$ cat src/sv/tlsd_pkg.sv
// Shared types, constants and character tables for the type/length string decoder.
package tlsd_pkg;

    // Depth of the result queue; it must hold the two results of one byte.
    localparam int RESULT_DEPTH = 4;

    localparam int CHAR_W  = 8;
    localparam int COUNT_W = 6;
    localparam int CAP_W   = 7;

    localparam logic [CAP_W-1:0] CAP_RESET = 7'd64;

    // Configuration register indexes.
    typedef enum logic [1:0] {
        CFG_TYPE3_UNICODE = 2'd0,
        CFG_FRU_SEMANTICS = 2'd1,
        CFG_OUT_CAPACITY  = 2'd2
    } t_cfg_index;

    // Field encodings, as carried in bits 7:6 of a header.
    typedef enum logic [1:0] {
        ENC_RAW   = 2'd0,
        ENC_BCD   = 2'd1,
        ENC_SIX   = 2'd2,
        ENC_ASCII = 2'd3
    } t_enc;

    typedef enum logic [1:0] {
        KIND_ASCII   = 2'd0,
        KIND_UNICODE = 2'd1,
        KIND_BINARY  = 2'd2
    } t_kind;

    typedef struct packed {
        logic             type3_unicode;
        logic             fru_semantics;
        logic [CAP_W-1:0] out_capacity;
    } t_cfg;

    typedef struct packed {
        logic              decode_error;
        t_kind             string_kind;
        logic              last_of_string;
        logic              char_valid;
        logic [CHAR_W-1:0] char_out;
    } t_result;

    // BCD-plus code to character.
    function automatic logic [CHAR_W-1:0] bcd_char(input logic [3:0] code);
        logic [CHAR_W-1:0] ch;
        unique case (code)
            4'hA:    ch = 8'h20;  // space
            4'hB:    ch = 8'h2D;  // dash
            4'hC:    ch = 8'h2E;  // period
            4'hD:    ch = 8'h3A;  // colon
            4'hE:    ch = 8'h2C;  // comma
            4'hF:    ch = 8'h5F;  // underscore
            default: ch = 8'h30 + {4'h0, code};
        endcase
        return ch;
    endfunction

endpackage

$ cat src/sv/tlsd_decode.sv
// Header check and per-byte character decode, with the field state registers.
module tlsd_decode
    import tlsd_pkg::*;
(
    input  logic              i_clk,
    input  logic              i_rst_n,
    input  logic              i_step,
    input  logic [CHAR_W-1:0] i_byte,
    input  logic              i_hdr,
    input  logic [7:0]        i_avail,
    input  t_cfg              i_cfg,
    output t_result           o_res0,
    output t_result           o_res1,
    output logic [1:0]        o_count
);

    logic               r_in_field, n_in_field;
    t_enc               r_enc, n_enc;
    logic [COUNT_W-1:0] r_left, n_left;
    logic [2:0]         r_off, n_off;
    logic [5:0]         r_carry, n_carry;
    t_kind              r_kind, n_kind;

    always_comb begin
        logic [1:0]   typ;
        logic [5:0]   len;
        logic         too_big;
        logic [2:0]   n0;
        logic [5:0]   mask;
        logic [13:0]  acc;
        logic         want2;
        logic         end0;
        logic         end1;
        logic [7:0]   c0;
        logic [7:0]   c1;
        t_kind        kind;

        n_in_field = r_in_field;
        n_enc      = r_enc;
        n_left     = r_left;
        n_off      = r_off;
        n_carry    = r_carry;
        n_kind     = r_kind;
        o_res0     = '0;
        o_res1     = '0;
        o_count    = 2'd0;

        typ     = i_byte[7:6];
        len     = i_byte[5:0];
        too_big = 1'b0;
        n0      = (r_off > 3'd4) ? 3'd4 : r_off;
        mask    = (6'd1 << n0) - 6'd1;
        acc     = {8'h00, r_carry & mask} | ({6'h00, i_byte} << n0);
        want2   = 1'b0;
        c0      = i_byte;
        c1      = i_byte;
        end0    = (r_left == 6'd1);
        end1    = (r_left == 6'd2);
        kind    = KIND_ASCII;

        if (i_step && i_hdr) begin
            if (i_cfg.type3_unicode && typ == ENC_ASCII) begin
                typ = ENC_RAW;
            end
            if (typ == ENC_RAW) begin
                kind = i_cfg.fru_semantics ? KIND_BINARY : KIND_UNICODE;
            end
            // Room check: BCD-plus packs two characters a byte, 6-bit packing
            // fits len characters when 3 * len <= 4 * bytes.
            unique case (t_enc'(typ))
                ENC_BCD: too_big = {3'b000, len} > {i_avail, 1'b0};
                ENC_SIX: too_big = {2'b00, {len, 1'b0} + {2'b00, len}}
                                   > {i_avail, 2'b00};
                default: too_big = {2'b00, len} > i_avail;
            endcase
            if ({1'b0, len} > i_cfg.out_capacity) begin
                too_big = 1'b1;
            end
            n_kind     = kind;
            n_enc      = t_enc'(typ);
            n_off      = 3'd0;
            n_carry    = 6'd0;
            n_in_field = 1'b0;
            n_left     = 6'd0;
            if (too_big || len == 6'd0) begin
                o_res0.decode_error   = too_big;
                o_res0.string_kind    = kind;
                o_res0.last_of_string = 1'b1;
                o_count               = 2'd1;
            end else begin
                n_left     = len;
                n_in_field = 1'b1;
            end
        end else if (i_step && r_in_field) begin
            unique case (r_enc)
                ENC_BCD: begin
                    c0    = bcd_char(i_byte[3:0]);
                    c1    = bcd_char(i_byte[7:4]);
                    want2 = 1'b1;
                end
                ENC_SIX: begin
                    c0    = 8'h20 + {2'b00, acc[5:0]};
                    c1    = 8'h20 + {2'b00, acc[11:6]};
                    want2 = (n0 == 3'd4);
                end
                default: begin
                    c0 = i_byte;
                end
            endcase

            o_res0.char_out       = c0;
            o_res0.char_valid     = 1'b1;
            o_res0.string_kind    = r_kind;
            o_res0.last_of_string = end0;
            o_res1.char_out       = c1;
            o_res1.char_valid     = 1'b1;
            o_res1.string_kind    = r_kind;
            o_res1.last_of_string = end1;

            if (want2 && !end0) begin
                o_count = 2'd2;
                n_left  = r_left - 6'd2;
                n_off   = 3'd0;
                n_carry = {4'h0, acc[13:12]};
                if (end1) begin
                    n_in_field = 1'b0;
                    n_carry    = 6'd0;
                end
            end else begin
                o_count = 2'd1;
                n_left  = r_left - 6'd1;
                n_off   = n0 + 3'd2;
                n_carry = acc[11:6];
                if (end0) begin
                    n_in_field = 1'b0;
                    n_off      = 3'd0;
                    n_carry    = 6'd0;
                end
            end
        end
    end

    always_ff @(posedge i_clk) begin
        if (!i_rst_n) begin
            r_in_field <= 1'b0;
            r_enc      <= ENC_RAW;
            r_left     <= '0;
            r_off      <= '0;
            r_carry    <= '0;
            r_kind     <= KIND_ASCII;
        end else begin
            r_in_field <= n_in_field;
            r_enc      <= n_enc;
            r_left     <= n_left;
            r_off      <= n_off;
            r_carry    <= n_carry;
            r_kind     <= n_kind;
        end
    end

endmodule

$ cat src/sv/tlsd_result_fifo.sv
// Result queue that takes up to two results a cycle and hands out one.
module tlsd_result_fifo
    import tlsd_pkg::*;
#(
    parameter int Depth = RESULT_DEPTH
) (
    input  logic       i_clk,
    input  logic       i_rst_n,
    input  logic [1:0] i_push_count,
    input  t_result    i_res0,
    input  t_result    i_res1,
    input  logic       i_pop,
    output logic       o_room2,
    output logic       o_valid,
    output t_result    o_head
);

    localparam int IdxW = (Depth > 1) ? $clog2(Depth) : 1;
    localparam int CntW = $clog2(Depth + 1);
    localparam logic [CntW-1:0] Limit = CntW'(Depth - 2);

    function automatic logic [IdxW-1:0] wrap_inc(input logic [IdxW-1:0] p);
        return (p == IdxW'(Depth - 1)) ? '0 : p + 1'b1;
    endfunction

    t_result         r_mem [Depth];
    logic [IdxW-1:0] r_wr, n_wr;
    logic [IdxW-1:0] r_rd, n_rd;
    logic [CntW-1:0] r_count, n_count;
    logic [IdxW-1:0] wr_next;
    logic            pop;

    assign pop     = i_pop && (r_count != '0);
    assign wr_next = wrap_inc(r_wr);
    assign o_valid = (r_count != '0);
    assign o_head  = r_mem[r_rd];
    // Room for two more results once this cycle's pop is counted.
    assign o_room2 = (r_count - CntW'(pop)) <= Limit;

    always_comb begin
        n_rd    = pop ? wrap_inc(r_rd) : r_rd;
        n_count = r_count + CntW'(i_push_count) - CntW'(pop);
        unique case (i_push_count)
            2'd1:    n_wr = wr_next;
            2'd2:    n_wr = wrap_inc(wr_next);
            default: n_wr = r_wr;
        endcase
    end

    always_ff @(posedge i_clk) begin
        if (i_push_count != 2'd0) begin
            r_mem[r_wr] <= i_res0;
        end
        if (i_push_count == 2'd2) begin
            r_mem[wr_next] <= i_res1;
        end
    end

    always_ff @(posedge i_clk) begin
        if (!i_rst_n) begin
            r_wr    <= '0;
            r_rd    <= '0;
            r_count <= '0;
        end else begin
            r_wr    <= n_wr;
            r_rd    <= n_rd;
            r_count <= n_count;
        end
    end

endmodule

$ cat src/sv/type_length_string_decoder_unit.sv
// Top level of the type/length string decoder: input register, decode and result queue.
//
//   Channel  | Direction | Request carries
//   ---------+-----------+-----------------------------------------------------------
//   s_axis   | in        | tdata {bytes_after, data_byte}, tuser is_header
//   m_axis   | out       | tdata char_out, tuser {decode_error, string_kind, char_valid},
//            |           | tlast last_of_string
//   cfg      | in        | i_cfg_index register index, i_cfg_data value (always ready)
//
// A request is registered, decoded once the result queue has room for two, and its zero,
// one or two results enter the result queue, whose head is the output request.
// One request a cycle while the queue has room for two and each yields at most one result;
// a byte that yields two characters (BCD-plus, or 6-bit with four bits pending) queues both.
// Reset (synchronous, active low) clears input valid, field state and queue, and resets config.
// An output stall holds the queue; the input stalls only when the queue lacks room for two.
module type_length_string_decoder_unit
    import tlsd_pkg::*;
#(
    parameter int ResultDepth = RESULT_DEPTH
) (
    input  logic        i_clk,
    input  logic        i_rst_n,
    // Input stream.
    input  logic        s_axis_tvalid,
    output logic        s_axis_tready,
    input  logic [15:0] s_axis_tdata,   // [7:0] data_byte, [15:8] bytes_after
    input  logic        s_axis_tuser,   // [0] is_header
    // Result stream.
    output logic        m_axis_tvalid,
    input  logic        m_axis_tready,
    output logic [7:0]  m_axis_tdata,   // [7:0] char_out
    output logic [3:0]  m_axis_tuser,   // [0] char_valid, [2:1] string_kind, [3] decode_error
    output logic        m_axis_tlast,   // last_of_string
    // Configuration writes.
    input  logic        i_cfg_valid,
    output logic        o_cfg_ready,
    input  logic [1:0]  i_cfg_index,
    input  logic [6:0]  i_cfg_data
);

    // Configuration registers.
    t_cfg r_cfg;

    // Input register.
    logic              r_in_valid;
    logic [CHAR_W-1:0] r_in_byte;
    logic              r_in_hdr;
    logic [7:0]        r_in_avail;

    t_result    res0;
    t_result    res1;
    t_result    head;
    logic [1:0] push_count;
    logic       room2;
    logic       step;

    // The registered request is decoded once the queue can absorb its results.
    assign step          = r_in_valid && room2;
    assign s_axis_tready = !r_in_valid || step;
    assign o_cfg_ready   = 1'b1;

    always_ff @(posedge i_clk) begin
        if (!i_rst_n) begin
            r_cfg.type3_unicode <= 1'b0;
            r_cfg.fru_semantics <= 1'b0;
            r_cfg.out_capacity  <= CAP_RESET;
        end else if (i_cfg_valid) begin
            // Writes to an index beyond the register list are dropped.
            unique case (i_cfg_index)
                CFG_TYPE3_UNICODE: r_cfg.type3_unicode <= i_cfg_data[0];
                CFG_FRU_SEMANTICS: r_cfg.fru_semantics <= i_cfg_data[0];
                CFG_OUT_CAPACITY:  r_cfg.out_capacity  <= i_cfg_data;
                default:           r_cfg               <= r_cfg;
            endcase
        end
    end

    always_ff @(posedge i_clk) begin
        if (!i_rst_n) begin
            r_in_valid <= 1'b0;
        end else if (s_axis_tready) begin
            r_in_valid <= s_axis_tvalid;
        end
    end

    always_ff @(posedge i_clk) begin
        if (s_axis_tready && s_axis_tvalid) begin
            r_in_byte  <= s_axis_tdata[7:0];
            r_in_avail <= s_axis_tdata[15:8];
            r_in_hdr   <= s_axis_tuser;
        end
    end

    tlsd_decode u_decode (
        .i_clk   (i_clk),
        .i_rst_n (i_rst_n),
        .i_step  (step),
        .i_byte  (r_in_byte),
        .i_hdr   (r_in_hdr),
        .i_avail (r_in_avail),
        .i_cfg   (r_cfg),
        .o_res0  (res0),
        .o_res1  (res1),
        .o_count (push_count)
    );

    tlsd_result_fifo #(
        .Depth (ResultDepth)
    ) u_result_fifo (
        .i_clk        (i_clk),
        .i_rst_n      (i_rst_n),
        .i_push_count (push_count),
        .i_res0       (res0),
        .i_res1       (res1),
        .i_pop        (m_axis_tready),
        .o_room2      (room2),
        .o_valid      (m_axis_tvalid),
        .o_head       (head)
    );

    assign m_axis_tdata = head.char_out;
    assign m_axis_tuser = {head.decode_error, head.string_kind, head.char_valid};
    assign m_axis_tlast = head.last_of_string;

endmodule

$ cat config.mk
export PLATFORM = sky130hd
export DESIGN_NAME = type_length_string_decoder_unit
export DESIGN_NICKNAME = d
export VERILOG_FILES = /design/src/sv/tlsd_pkg.sv /design/src/sv/tlsd_decode.sv /design/src/sv/tlsd_result_fifo.sv /design/src/sv/type_length_string_decoder_unit.sv
export SDC_FILE = /design/constraint.sdc
export NUM_CORES = 1
export LEC_CHECK = 0
export BUFFER_PORTS_ARGS = -buffer_cell sky130_fd_sc_hd__buf_2
export CAP_MARGIN = 20
export CORE_UTILIZATION = 38
export DETAILED_ROUTE_END_ITERATION = 10
export PLACE_DENSITY = 0.63
export SLEW_MARGIN = 25
export SYNTH_ARGS = -nofsm -noshare
export SYNTH_HDL_FRONTEND = slang
export SYNTH_HIERARCHICAL = 1
export SYNTH_SLANG_ARGS = --single-unit
$ cat constraint.sdc
create_clock -name i_clk -period 6.06 [get_ports i_clk]
set_input_delay 1.212 -clock i_clk [delete_from_list [all_inputs] [get_ports i_clk]]
set_output_delay 1.212 -clock i_clk [all_outputs]
set_load 0.02 [all_outputs]
==> results.py <==
metrics = {
    "drt": {
        "drt-vias-per-instance": 5.615,
        "vias": 5121,
        "wl_um": 16240,
        "dr.pass1.iters": 5,
        "drc": 0,
        "antenna_left": 0,
        "drt_iter0_drc": 424,
        "wl_per_cell_um": 17.81,
    },
    "setup_path": {
        "r2r-start": "r_in_byte[2]$_DFFE_PP_",
        "crit_fanout": 14,
        "cpMaxStageDelayCell": "edfxtp_1",
        "critPathRequiredTime_ns": 6.05,
        "start_kind": "flip-flop",
        "rr_worst_depth": 19,
        "crit_path_end_kind": "flip-flop",
        "path_buf_inv": 3,
        "arrival_ns": 4.93,
        "rrSetupSlack_ns": 1.12,
        "crit_path_frequent_cell": "ha_1",
        "slowest_delay_ns": 0.66,
        "crit_family": "compound AO/OA/AOI/OAI gates",
        "timing.rr.end": "u_result_fifo/r_mem[2][12]$_DFFE_PP_",
        "cp_cell_sequence": "inv_1, ha_1, a21oi_1, nor2_1, o21ai_0, nand2_1, xnor2_1, ha_1, o21a_1, o211ai_1, a31oi_1, a21oi_1, buf_4, a31oi_1, a21o_1, inv_1, ha_1, nand2_4, o21ai_2",
        "worstSetupPathType": "flip-flop to flip-flop",
    },
    "logic_synthesis": {
        "synth_cell_types": 68,
        "syn_inst": 649,
        "async_flop_share": 0,
        "synth_nets": 744,
        "synth_edf_count": 69,
        "avgSynthCellArea_sq_um": 10.77,
        "synth_warnings": 6,
        "ys_ff_latch": 106,
        "synth_ff_type": "edfxtp_1",
        "netlist_area_sq_mm": 0.006990,
        "ys_seq_area_frac": 0.4024,
    },
    "sta": {
        "grt_setup_unrepaired": "false",
        "min_period_over_period": 0.8152,
        "fin_worst_skew_ns": 0.01212,
        "tns_ns": 0,
        "max_freq_mhz": 202.4,
        "slew-limit-headroom": 0.4085,
        "tightest_slew_ns": 0.8861,
        "hold_viol": 0,
        "drv_slew": 0,
        "layout_min_cycle_time_ns": 4.940,
        "setup_violations": 0,
    },
    "worst_hold_path": {
        "hp-start": "r_cfg[5]$_SDFFE_PN0P_",
        "min_path_type": "flip-flop to flip-flop",
        "holdPathStages": 2,
        "hold_end": "r_cfg[5]$_SDFFE_PN0P_",
    },
    "global_routing": {
        "grt_usage": 0.1797,
        "antenna_found_initial": 0,
        "grt_pass1_vias": 4967,
        "grt_max_degree": 35,
        "grt_first_pass_wirelength_um": 25700,
        "overflow": 0,
    },
    "clock_tree": {
        "cts_tree": "done",
        "clkSinkCount": 106,
        "root_buffer": "clkbuf_16",
        "post_cts_buffers": 0,
        "insertion_delay_ns": 0.36,
        "cts.clk_slew.worst_paths_ns": 0.08,
        "cts-hold-fix-buffers": 0,
        "cts_buffers": 9,
        "clockBufferDepth": 2,
        "postCtsResizedCells": 0,
        "htreeDepth": 3,
    },
    "placed_design": {
        "hpwl_um": 11760,
        "port_buffers": 45,
        "routabilityCongestion": 0.8829,
    },
    "finish": {
        "syn_to_final_growth_pct": 9.576,
        "num_antenna_cells": 0,
        "drive_above_1_share": 0.2196,
        "fin_nets": 773,
    },
    "status": {
        "outcome": "complete, no violations",
    },
    "floorplanning": {
        "dieHeight_um": 137.6,
        "start_util": 0.3878,
        "ios": 47,
        "fp.dieArea_sq_mm": 0.01894,
        "fp.coreArea_sq_mm": 0.01802,
        "rows": 49,
        "die_w_um": 137.6,
    },
    "power": {
        "p_leak_uw": 0.003072,
        "powerDensity_mw_per_mm2": 283.3,
        "ir_worst_vdd_mv": 0.1933,
        "fin_total_pwr_uw": 2170,
    },
    "flow_run": {
        "max-cap-violations": 0,
    },
}
[layout by cell type (no fill, tap or decap), types with 5 or more instances in the layout]
master and n:
edfxtp_1 69, ha_1 62, nand2_1 56, mux2_2 51, inv_1 49, buf_2 45, dfxtp_1 37, nor2_1 34
a21oi_1 32, o21ai_0 29, mux2i_1 18, mux4_2 13, nor2b_1 11, nand3_1 11, nor3_1 10, clkbuf_16 9
a31oi_1 9, xnor2_1 8, buf_4 7, and2_1 6, o211ai_1 6, a221oi_1 6, a211oi_1 5, o22ai_1 5
a22oi_1 5, o32ai_1 5
[tightest hold or removal path, cell delays in order (launching register included)]
cell,delay [ns]
dfxtp_1,0.31
nand2_1,0.05
mux2i_1,0.05
[registers in the layout, summed over array words and instances, names as in the netlist, named ones only]
name / flops
r_cfg: 9
r_in_avail: 8
r_in_byte: 8
r_in_hdr: 1
r_in_valid: 1
u_decode/r_carry: 4
u_decode/r_enc: 2
u_decode/r_in_field: 1
u_decode/r_kind: 2
u_decode/r_left: 6
u_decode/r_off: 3
u_result_fifo/r_count: 3
u_result_fifo/r_mem: 52
u_result_fifo/r_rd: 2
u_result_fifo/r_wr: 2
[synthesized netlist by cell type, types with 4 or more instances]
| master | number | area share |
|---|---|---|
| nand2b_1 | 4 | 0.0036 |
| xnor2_1 | 8 | 0.010 |
| a31oi_1 | 9 | 0.0081 |
| clkbuf_1 | 19 | 0.010 |
| inv_1 | 49 | 0.026 |
| a221oi_1 | 6 | 0.0075 |
| nand2_1 | 56 | 0.030 |
| nand3_1 | 11 | 0.0079 |
| xor2_1 | 4 | 0.0050 |
| nor3_1 | 10 | 0.0072 |
| mux2_2 | 51 | 0.082 |
| o32ai_1 | 5 | 0.0063 |
| o211ai_1 | 6 | 0.0064 |
| and2_1 | 6 | 0.0054 |
| a22oi_1 | 5 | 0.0054 |
| mux2i_1 | 18 | 0.026 |
| a21oi_1 | 32 | 0.023 |
| o21ai_0 | 33 | 0.024 |
| edfxtp_1 | 69 | 0.30 |
| a211oi_1 | 5 | 0.0054 |
| ha_1 | 62 | 0.11 |
| mux4_2 | 13 | 0.042 |
| nand2_4 | 4 | 0.0064 |
| buf_4 | 5 | 0.0054 |
| nor2b_1 | 11 | 0.0098 |
| buf_6 | 7 | 0.011 |
| nor2_1 | 34 | 0.018 |
| o22ai_1 | 5 | 0.0045 |
| dfxtp_1 | 37 | 0.11 |
| nand4_1 | 4 | 0.0036 |
[power breakdown]
| group | internal, uW | switching, uW |
|---|---|---|
| logic | 291 | 380 |
| registers | 821 | 91.0 |
| clock network | 294 | 293 |
[per-stage QoR]
step           utilization  setup WS [ns]  instance area, sq um  cells  hold slack [ns]
2_1_floorplan            -          1.339                  6990    649           0.4347
3_3_place_gp        0.4080         0.9266                  7353    896           0.4495
3_5_place_dp        0.4084          1.146                  7361    896           0.4504
4_1_cts             0.4250          1.134                  7660    912           0.4609
5_1_grt             0.4250         0.8029                  7660    912           0.4974
6_report            0.4250          1.120                  7660    912           0.4584
[worst max-delay path by stage]
stage	start	end	depth (start not counted)
CTS	r_in_byte[2]$_DFFE_PP_	u_result_fifo/r_mem[2][12]$_DFFE_PP_	19
global placement	m_axis_tready	u_result_fifo/r_mem[2][3]$_DFFE_PP_	16
global route	r_in_byte[2]$_DFFE_PP_	u_result_fifo/r_mem[0][12]$_DFFE_PP_	20
floorplan	m_axis_tready	u_result_fifo/r_mem[0][0]$_DFFE_PP_	14
detailed placement	m_axis_tready	u_result_fifo/r_mem[2][5]$_DFFE_PP_	16
finish	r_in_byte[2]$_DFFE_PP_	u_result_fifo/r_mem[2][12]$_DFFE_PP_	19
[routing by layer]
metal | vias up | global-route usage | wire, um | part of all wire
met5 | - | 0 | 0 | 0
met3 | 24 | 0.03311 | 872 | 0.054
li1 | 2455 | - | - | -
met1 | 2462 | 0.2338 | 7373 | 0.45
met2 | 180 | 0.2929 | 7626 | 0.47
met4 | 0 | 0.07204 | 373 | 0.023
[logic make-up (layout without fill, tap and decap cells)]
group | after synthesis | after routing | synth area share
compound gates | 133 | 133 | 0.1242
xor+xnor | 12 | 12 | 0.01503
fa+ha+maj | 64 | 64 | 0.1167
flops | 106 | 106 | 0.4024
simple gates | 161 | 161 | 0.1180
other cells | 2 | 2 | 0.001074
mux | 88 | 88 | 0.1675
buf+inv | 83 | 117 | 0.05513
[layout make-up]
cell class	instances	area [sq um]
sequential	106	2813
timing repair buffer	52	277.8
clock buffer	9	225.2
tap	229	286.5
fill	1720	10360
inverter	49	183.9
multi-input combinational	460	3800
clock inverter	7	73.82
(Power assumes the default switching activity.)
